$ cat src/sv/stis_pkg.sv
// Shared types and constants for the sorted table insertion search block.
// Holds the operation codes, field widths and controller/datapath interface structs.
// No dependencies.
package stis_pkg;

  localparam int FUNC_W  = 2;
  localparam int VALUE_W = 32;
  localparam int INDEX_W = 11;

  // Operation codes carried by the func field of a transaction.
  localparam logic [FUNC_W-1:0] FUNC_CLEAR  = 2'd0;
  localparam logic [FUNC_W-1:0] FUNC_APPEND = 2'd1;
  localparam logic [FUNC_W-1:0] FUNC_QUERY  = 2'd2;

  // Word index of the mode register on the configuration port.
  localparam logic REG_LEFTMOST = 1'b0;

  // Commands from the controller to the datapath.
  typedef struct packed {
    logic clear;
    logic append;
    logic query_init;
    logic probe;
    logic update;
    logic emit_lo;
    logic emit_mid;
  } stis_cmd_t;

  // Status from the datapath to the controller.
  typedef struct packed {
    logic range_open;
    logic found;
  } stis_stat_t;

endpackage

$ cat src/sv/stis_ctrl.sv
// Controller state machine for the sorted table insertion search block.
// Depends on stis_pkg for operation codes and the command and status structs.
module stis_ctrl
  import stis_pkg::*;
(
  input  logic              clk_i,
  input  logic              rst_ni,
  input  logic              start_i,
  input  logic [FUNC_W-1:0] func_i,
  input  stis_stat_t        stat_i,
  output stis_cmd_t         cmd_o,
  output logic              busy_o
);

  localparam logic [1:0] S_IDLE  = 2'd0;
  localparam logic [1:0] S_PROBE = 2'd1;
  localparam logic [1:0] S_CMP   = 2'd2;

  logic [1:0] state_q, state_d;

  always_comb begin
    cmd_o   = '0;
    state_d = state_q;
    unique case (state_q)
      S_IDLE: begin
        if (start_i) begin
          unique case (func_i)
            FUNC_CLEAR:  cmd_o.clear = 1'b1;
            FUNC_APPEND: cmd_o.append = 1'b1;
            FUNC_QUERY: begin
              cmd_o.query_init = 1'b1;
              state_d          = S_PROBE;
            end
            default: ;
          endcase
        end
      end
      S_PROBE: begin
        if (stat_i.range_open) begin
          cmd_o.probe = 1'b1;
          state_d     = S_CMP;
        end else begin
          cmd_o.emit_lo = 1'b1;
          state_d       = S_IDLE;
        end
      end
      S_CMP: begin
        if (stat_i.found) begin
          cmd_o.emit_mid = 1'b1;
          state_d        = S_IDLE;
        end else begin
          cmd_o.update = 1'b1;
          state_d      = S_PROBE;
        end
      end
      default: state_d = S_IDLE;
    endcase
  end

  always_ff @(posedge clk_i or negedge rst_ni) begin
    if (!rst_ni) begin
      state_q <= S_IDLE;
    end else begin
      state_q <= state_d;
    end
  end

  assign busy_o = (state_q != S_IDLE);

`ifndef SYNTH
  a_cmd_onehot: assert property (@(posedge clk_i) disable iff (!rst_ni)
    $onehot0(cmd_o))
    else $error("more than one datapath command in a cycle");

  a_emit_idle: assert property (@(posedge clk_i) disable iff (!rst_ni)
    (cmd_o.emit_lo || cmd_o.emit_mid) |=> (state_q == S_IDLE))
    else $error("controller did not return to idle after a result");

  a_query_busy: assert property (@(posedge clk_i) disable iff (!rst_ni)
    (state_q == S_IDLE && start_i && func_i == FUNC_QUERY) |=> busy_o)
    else $error("accepted query did not raise busy");
`endif

endmodule

$ cat config.mk
export PLATFORM = sky130hd
export DESIGN_NAME = stis_ctrl
export DESIGN_NICKNAME = d
export VERILOG_FILES = /design/src/sv/stis_pkg.sv /design/src/sv/stis_ctrl.sv
export SDC_FILE = /design/constraint.sdc
export NUM_CORES = 1
export LEC_CHECK = 0
export BUFFER_PORTS_ARGS = -buffer_cell sky130_fd_sc_hd__buf_2
export CAP_MARGIN = 40
export CORE_AREA = 2 2 39 41
export DETAILED_ROUTE_END_ITERATION = 12
export DIE_AREA = 0 0 41 43
export GPL_TIMING_DRIVEN = 0
export PLACE_DENSITY = 0.34
export SLEW_MARGIN = 20
export SYNTH_ARGS = -nofsm -noshare
export SYNTH_HDL_FRONTEND = slang
export SYNTH_SLANG_ARGS = --single-unit
$ cat constraint.sdc
create_clock -name clk_i -period 1.2 [get_ports clk_i]
set_input_delay 0.12 -clock clk_i [delete_from_list [all_inputs] [get_ports clk_i]]
set_output_delay 0.12 -clock clk_i [all_outputs]
set_load 0.02 [all_outputs]
==> results of run 1 <==
==> final cells by class <==
type | count | area (sq um)
buffer | 1 | 11.26
multi-input combinational | 11 | 130.1
clock buffer | 3 | 22.52
sequential | 2 | 50.05
fill | 159 | 1008
timing repair buffer | 18 | 137.6
tap | 16 | 20.02
inverter | 1 | 3.754
==> critical path, cell delays in order (launching register included) <==
cell     delay [ns]
dfrtp_1        0.36
or2_1          0.23
buf_6          0.13
nor4b_4        0.20
buf_4          0.18
==> routing by layer <==
metal	part of all wire, %	global-route usage, %
met4	3.6	8.000
met2	58	8.438
met5	0	0
met1	38	6.390
met3	0.84	4.712
==> stage by stage <==
stage | TNS, ns | cells
floorplan | -0.05400 | 15
global placement | -0.1934 | 45
detailed placement | -0.2207 | 45
CTS | -0.8256 | 52
global route | -1.094 | 52
finish | -0.7119 | 52
==> cell usage in the layout, fill, tap and decap left out <==
cell and instances:
buf_4 7, buf_2 6, buf_6 5, and3b_1 3, clkbuf_4 3, nor4b_4 2, dfrtp_1 2, or2_1 1
inv_1 1, nand3b_1 1, nor2_1 1, nor3b_4 1, nor3b_2 1, o21bai_1 1, dlygate4sd3_1 1
==> cell families after synthesis <==
| kind of cell | Yosys count | share of synthesized area, % |
|---|---|---|
| AO/OA/AOI/OAI | 1 | 4.653 |
| buffers and inverters | 2 | 9.300 |
| AND/OR/NAND/NOR | 10 | 55.04 |
| flip-flops | 2 | 31.01 |
==> timing repair <==
action,CTS,global route
setup buffers,3,0
endpoints found under the setup margin,4,8
pin swaps,1,2
endpoints found under the hold margin,2,0
hold buffers,1,0
gates resized for setup,10,4
==> worst max path at each step <==
stage / startpoint / endpoint / slack, ns / cells past startpoint
detailed placement: state_q[1] / cmd_o[5] / -0.12 / 4
floorplan: state_q[1] / cmd_o[5] / -0.03 / 3
global placement: state_q[1] / cmd_o[6] / -0.1 / 4
CTS: state_q[1] / cmd_o[5] / -0.27 / 4
finish: state_q[0] / cmd_o[5] / -0.25 / 4
global route: state_q[0] / cmd_o[6] / -0.30 / 4
==> power groups by stage <==
stage	clock network, mW	registers (mW)	logic, mW
5_1_grt	0.177	0.0725	0.110
3_5_place_dp	0	0.0764	0.0758
4_1_cts	0.158	0.0725	0.100
2_1_floorplan	0	0.0748	0.0464
6_report	0.150	0.0724	0.103
3_3_place_gp	0	0.0762	0.0746
==> impl_metrics.tcl, run 1 <==
set metrics [dict create \
    crit_type "reg -> out" \
    core_area_sq_um 1384 \
    whs_path_depth 2 \
    drtIter0Drc 9 \
    worstReg2RegEnd "state_q[0]" \
    status "complete, but fails checks" \
    violations "setup timing" \
    io_pins 15 \
    synth_edf_count 0 \
    wire_per_inst_microns 9.192 \
    clock_latency_ns 0.22 \
    drv_cap 0 \
    crit_path_end_kind "output pin" \
    gp_congestion 0.6666 \
    crit_fanout 4 \
    h-tree-depth 1 \
    drive_gt1_share_pct 69.44 \
    start_kind "flip-flop" \
    clockBufferDepth 2 \
    stdcell_area_sq_um 375.4 \
    die_h_microns 43 \
    antenna_cells 0 \
    fin_skew_ns 0.0001898 \
    fin_hold_ws_ns 0.1925 \
    hold_violations 0 \
    ff2ff_setup_slack_ns 0.13 \
    drt_first_pass_iters 2 \
    reg2regPathDepth 4 \
    whs_endpoint "state_q[1]" \
    syn_area_per_cell_sq_um 10.76 \
    reg2reg_from "state_q[0]" \
    grt_setup_unrepaired "yes" \
    total_power_mw 0.3258 \
    grt_pass1_vias 177 \
    die_w_microns 41 \
    synth_top_area_cell "dfrtp_1" \
    antenna_found_initial 0 \
    grt-ovfl-total 0 \
    nets 45 \
    yosysMostFrequentCell "and3b_1" \
    grt_pass1_wl_microns 703 \
    vdd_drop_max_uv 275.4 \
    required_ns 1.08 \
    cts-buffers-inserted 3 \
    min_from "stat_i[1]" \
    area_growth_pct 132.6 \
    worst_pin_slew_ns 0.1824 \
    top_regs "state_q (2)" \
    synth.distinct_cells 10 \
    synth_area_leaders "dfrtp_1 (31%), nor4b_2 (19%), and3b_1 (16%)" \
    min_period_ns 1.445 \
    grt_max_degree 6 \
    comb_power_share_pct 31.6 \
    cp.arrival_ns 1.33 \
    seqPwrFrac_pct 22.2 \
    clk_pin_slew_worst_paths_ns 0.03 \
    yosys_register_bits 2 \
    async_reset_ff_share_pct 100.0 \
    yosys.area.top_type_share_pct 31.01 \
    netlist_area_sq_um 161.4 \
    regMostFlops "state_q" \
    placed_area_sq_um 274.0 \
    setup_viol 5 \
    fin_crit_sh_pct 120.5 \
    totalWireLength_microns 478 \
    fmax_ghz 0.6918 \
    setup_ws_ns -0.2455 \
    power_frac_clock_pct 46.1 \
    p_leak_nw 0.1955 \
    switching_share_pct 27.47 \
    initial_utilization_pct 11.66 \
    vias_per_cell 3.712 \
    yosysWarnings 0 \
    power_density_nw_per_um2 867.8 \
    synth_common_cells "and3b_1 (3), dfrtp_1 (2), nor3b_1 (2), nor4b_2 (2)" \
    syn_nets 22 \
    numPortBuffers 14 \
    dpl_worst_slack_ns -0.1163 \
    synth_cells 15 \
    largest_reg_flops 2 \
    p_int_mw 0.2363 \
    hold_path.class "in -> reg" \
    drc 0 \
    track_usage_pct 6.814 \
    drv_slew 0 \
    relSlewSlack_pct 87.79 \
    p_sw_mw 0.08949 \
    core.rowCount 14 \
    cts_tree "built" \
    ctsRootBufferMaster "clkbuf_4" \
    dieArea_sq_um 1763 \
    utilization_pct 27.12 \
    cts.sinks 2 \
    synth_flop_cell "dfrtp_1" \
    ant_nets 0 \
    dr_total_vias 193 \
    ys_seq_area_share_pct 31.01 \
]
(Power assumes the default switching activity.)
==> inputs of run 2 (changes only) <==
ABC_AREA = 1   (was not set)
PLACE_DENSITY = not set   (was 0.34)
==> run 2 against run 1 <==
Against the previous run:
- synthesized cell count is 60% higher
- largest cell class unchanged
- critical path type unchanged
- critical endpoint is now cmd_o[2]
- sequential power is 4.3% higher
- clock power hardly changed
- worst setup slack better by 0.26 ns
- final cell count is 12% higher
- non-clock buffer count is 4 lower
- the flow now finishes without violations
- critical path depth stayed put
==> impl_metrics.tcl, run 2 <==
set metrics [dict create \
    layout_commonest_cell "buf_2" \
    drv_slew 0 \
    fillers 166 \
    dieArea_sq_um 1763 \
    nets 51 \
    synth.distinct_cells 9 \
    synth_edf_count 0 \
    p_leak_nw 0.1926 \
    fin_skew_ns 0.001889 \
    core_area_sq_um 1384 \
    place_hpwl_microns 338.1 \
    cp.arrival_ns 1.07 \
    initial_utilization_pct 11.21 \
    yosysMostFrequentCell "nor2_1" \
    io_pins 15 \
    totalWireLength_microns 426 \
    dr_total_vias 203 \
    yosys_register_bits 2 \
    track_usage_pct 5.924 \
    crit_fanout 5 \
    cp_cell_sequence "inv_2 -> nand3_1 -> inv_1 -> buf_4" \
    hold_path.class "in -> reg" \
    regMostFlops "state_q" \
    cts.sinks 2 \
    reg2regPathDepth 3 \
    worst-path-buf-inv 3 \
    setup_viol 0 \
    critPathSlowestCell "dfrtp_1" \
    clk_pin_slew_worst_paths_ns 0.03 \
    worstReg2RegEnd "state_q[0]" \
    multi_input_area_sq_um 90.09 \
    fin_crit_sh_pct 99.09 \
    hold_violations 0 \
    core.rowCount 14 \
    wire_per_inst_microns 7.345 \
    vdd_drop_max_uv 242.4 \
    critPathMaxStageDelay_ns 0.42 \
    drtIter0Drc 0 \
    top_regs "state_q (2)" \
    synth_top_area_cell "dfrtp_1" \
    power_density_nw_per_um2 968.2 \
    crit_path_end_kind "output pin" \
    min_period_ns 1.189 \
    required_ns 1.08 \
    drt_first_pass_iters 1 \
    cts_setup_buffers 0 \
    h-tree-depth 1 \
    syn_nets 31 \
    cts-buffers-inserted 3 \
    drive_gt1_share_pct 54.76 \
    synth_flop_cell "dfrtp_1" \
    largest_reg_flops 2 \
    antenna_found_initial 0 \
    start_kind "flip-flop" \
    syn_area_per_cell_sq_um 6.465 \
    reg2reg_from "state_q[0]" \
    drc 0 \
    worst_pin_slew_ns 0.1705 \
    crit_type "reg -> out" \
    cp_top_family "flip-flops" \
    fmax_ghz 0.8409 \
    clock_latency_ns 0.22 \
    grt_pass1_vias 143 \
    min_from "stat_i[1]" \
    setup_tns_ns 0 \
    grt_pass1_wl_microns 572 \
    gp_congestion 0.6355 \
    async_reset_ff_share_pct 100.0 \
    clockBufferDepth 2 \
    ant_nets 0 \
    die_w_microns 41 \
    drv_cap 0 \
    whs_path_depth 2 \
    total_power_mw 0.2980 \
    yosys.area.top_type_share_pct 32.26 \
    ys_seq_area_share_pct 32.26 \
    mostFrequentLayoutCells "buf_2 (8), inv_1 (4), nor2_1 (4), nand2_1 (4), buf_4 (4)" \
    ff2ff_setup_slack_ns 0.42 \
    area_growth_pct 98.39 \
    cts_tree "built" \
    yosysWarnings 0 \
    grt_max_degree 6 \
    die_h_microns 43 \
    final-seq-area_sq_um 50.05 \
    ctsRootBufferMaster "clkbuf_4" \
    whs_endpoint "state_q[1]" \
    status "complete, no violations" \
    grt-ovfl-total 0 \
    synth_area_leaders "dfrtp_1 (32%), nor3_2 (13%), nor2_1 (12%)" \
    synth_common_cells "nor2_1 (5), inv_1 (4), nand2_1 (4)" \
    antenna_cells 0 \
    synth_cells 24 \
    relSlewSlack_pct 88.63 \
    grt_setup_unrepaired "yes" \
    numPortBuffers 14 \
    netlist_area_sq_um 155.1 \
    vias_per_cell 3.500 \
]
-- run 2: worst max path at each step --
stage | startpoint | to | slack, ns | cells after the start
2_1_floorplan | state_q[0] | cmd_o[5] | 0.16 | 3
3_3_place_gp | state_q[0] | cmd_o[6] | 0.27 | 4
3_5_place_dp | state_q[0] | cmd_o[6] | 0.26 | 4
4_1_cts | state_q[0] | cmd_o[2] | 0.009 | 4
5_1_grt | state_q[0] | cmd_o[2] | -0.03 | 4
6_report | state_q[0] | cmd_o[2] | 0.01 | 4
-- run 2: cells by family after synthesis --
family | after synthesis | share of synthesized area, %
buf+inv | 6 | 14.52
simple gates | 16 | 53.23
flops | 2 | 32.26
-- run 2: per-layer routing --
layer  part of all wire, %  up-vias  track usage (%)
met2                    42       10            5.938
met5                     0        -                0
met1                    46       81            6.109
met3                    12        0            6.283
met4                     0        0            6.000
li1                      -      112                -
-- run 2: final cells by class --
cell class              count  share of cell area [%]
clock buffers               3                   7.317
inverters                   6                   7.317
multi-input cells          16                   29.27
flip-flops and latches      2                   16.26
well taps                  16                   6.504
repair buffers             15                   33.33
-- run 2: through the flow --
stage          instances  setup slack [ns]  hold WS, ns  util [%]  cell area [sq um]
3_5_place_dp          54            0.2552     -0.09210     17.72              245.2
6_report              58           0.01086       0.1910     22.24              307.8
4_1_cts               58          0.008779       0.1833     20.07              277.8
2_1_floorplan         24            0.1630      -0.1756         -              155.1
3_3_place_gp          54            0.2688     -0.09437     17.72              245.2
5_1_grt               58          -0.03371       0.2188     22.24              307.8
-- run 2: repair_timing --
| item | CTS | global route |
|---|---|---|
| endpoints found under the setup margin | 0 | 5 |
| hold endpoints to repair | 2 | 0 |
| hold buffers | 1 | 0 |
| gates resized for setup | 0 | 10 |
-- run 2: where the power goes --
group          leakage [nW]  switching (mW)  internal [mW]
registers            0.0272         0.00435         0.0711
clock network        0.0138          0.0404          0.111
logic                 0.152          0.0399         0.0316
==> inputs of run 3 (changes only) <==
--- a/config.mk
+++ b/config.mk
@@ -14,2 +14,3 @@
 export GPL_TIMING_DRIVEN = 0
+export PLACE_DENSITY_LB_ADDON = 0.15
 export SLEW_MARGIN = 20
--- a/constraint.sdc
+++ b/constraint.sdc
@@ -3,2 +3,2 @@
 set_output_delay 0.12 -clock clk_i [all_outputs]
-set_load 0.02 [all_outputs]
+set_load 0.1 [all_outputs]
==> run 3 against run 2 <==
Against the previous run:
- the run now ends with setup timing left
- critical endpoint is now cmd_o[5]
- core utilization rose by 12 points
- clock-buffer cell count did not move
- via count is 4.9% higher
- wire length is 9.4% higher
- worst setup slack got worse by 0.089 ns
- total power up 41%
- maximum frequency shrank 7.0%
- first-iteration DRC count did not move
- sequential share of layout area down 5.2 points
- clock skew is 0.00084 ns lower
==> impl_metrics.tcl, run 3 (same netlist as run 2, synthesis figures left out) <==
set metrics [dict create \
    grt_max_degree 6 \
    hold_path.class "in -> async" \
    cts-buffers-inserted 3 \
    clk_pin_slew_worst_paths_ns 0.03 \
    fin_crit_sh_pct 106.5 \
    dr_total_vias 213 \
    drv_cap 0 \
    numPortBuffers 14 \
    hold_violations 0 \
    relSlewSlack_pct 86.63 \
    ff2ff_setup_slack_ns 0.30 \
    die_h_microns 43 \
    drc 0 \
    violations "setup timing" \
    worst-path-buf-inv 2 \
    ant_nets 0 \
    top_regs "state_q (2)" \
    largest_reg_flops 2 \
    setup_viol 7 \
    h-tree-depth 1 \
    cts.sinks 2 \
    grt_pass1_wl_microns 862 \
    multi_input_area_sq_um 137.6 \
    dpl_worst_slack_ns -0.1426 \
    vias_per_cell 3.550 \
    drtIter0Drc 0 \
    vdd_drop_max_uv 506.9 \
    io_pins 15 \
    drt_first_pass_iters 1 \
    grt_pass1_vias 221 \
    drv_slew 0 \
    clock_latency_ns 0.23 \
    cp_cell_sequence "inv_4 -> nand2_4 -> nor2_4 -> buf_12" \
    crit_path_end_kind "output pin" \
    stdcell_area_sq_um 474.2 \
    initial_utilization_pct 11.21 \
    drive_gt1_share_pct 77.27 \
    mostFrequentLayoutCells "buf_12 (7), buf_2 (6), nand2_1 (3), clkbuf_4 (3)" \
    fillers 158 \
    min_period_ns 1.278 \
    cp.arrival_ns 1.16 \
    start_kind "flip-flop" \
    core_area_sq_um 1384 \
    regMostFlops "state_q" \
    totalWireLength_microns 466 \
    final-seq-area_sq_um 52.55 \
    cp_top_family "flip-flops" \
    grt-ovfl-total 0 \
    placed_area_sq_um 286.5 \
    cts_tree "built" \
    antenna_found_initial 0 \
    antenna_cells 0 \
    crit_fanout 5 \
    area_growth_pct 205.6 \
    crit_type "reg -> out" \
    setup_ws_ns -0.07845 \
    ctsRootBufferMaster "clkbuf_4" \
    p_leak_nw 0.1994 \
    core.rowCount 14 \
    critPathSlowestCell "dfrtp_2" \
    setup_tns_ns -0.3824 \
    track_usage_pct 8.133 \
    power_density_nw_per_um2 883.8 \
    required_ns 1.08 \
    place_hpwl_microns 364.4 \
    critPathMaxStageDelay_ns 0.45 \
    fin_skew_ns 0.001052 \
    nets 53 \
    wire_per_inst_microns 7.767 \
    die_w_microns 41 \
    gp_congestion 0.6018 \
    worst_pin_slew_ns 0.2010 \
    layout_commonest_cell "buf_12" \
    dieArea_sq_um 1763 \
    grt_setup_unrepaired "yes" \
    fmax_ghz 0.7822 \
    status "complete, but fails checks" \
    clockBufferDepth 2 \
]
==> run 3: changes by cell type in the layout (fill, tap and decap cells not counted), sizes merged <==
cell	change
inv	-2
buf	+2
clkinvlp	+2
==> run 3: power by group <==
part / internal (mW) / total, mW / switching (mW)
combinational: 0.0642 / 0.188 / 0.123
clock: 0.111 / 0.152 / 0.0411
sequential: 0.0718 / 0.0799 / 0.00809
==> run 3: final timing paths <==
kind	depth (start not counted)	endpoint	start
worst min-delay path	2	state_q[0]	rst_ni
min in group clk_i	2	state_q[1]	stat_i[1]
worst min register to register	1	state_q[1]	state_q[0]
worst max-delay path	4	cmd_o[5]	state_q[0]
max in group asynchronous	2	state_q[1]	rst_ni
worst max register to register	4	state_q[0]	state_q[0]
==> run 3: final cells by class <==
| class | instances | area share [%] |
|---|---|---|
| timing repair buffer | 17 | 43.54 |
| multi-input combinational | 16 | 29.02 |
| sequential | 2 | 11.08 |
| inverter | 6 | 7.388 |
| clock buffer | 3 | 4.749 |
| tap | 16 | 4.222 |
==> run 3: repair_timing <==
action                                  in CTS  in global routing
endpoints found under the hold margin        2                  0
gates resized for setup                     35                  4
pin swaps                                    3                  1
setup buffers                                1                  1
hold buffers                                 1                  0
endpoints found under the setup margin       8                  8
==> run 3: metal layers <==
layer / up-vias / wire length (microns) / global-route usage [%]
met1: 89 / 151 / 9.646
li1: 113 / - / -
met4: 0 / 19 / 10.00
met3: 2 / 38 / 3.141
met5: - / 0 / 0
met2: 9 / 256 / 9.375
==> run 3: metrics by stage <==
step	total power [mW]	util (%)	cells	hold WS (ns)
2_1_floorplan	0.1927	-	24	-0.1756
3_3_place_gp	0.2203	20.71	54	-0.09147
3_5_place_dp	0.2201	20.71	54	-0.09343
4_1_cts	0.4254	32.55	59	0.1959
5_1_grt	0.4490	34.27	60	0.2013
6_report	0.4191	34.27	60	0.2032
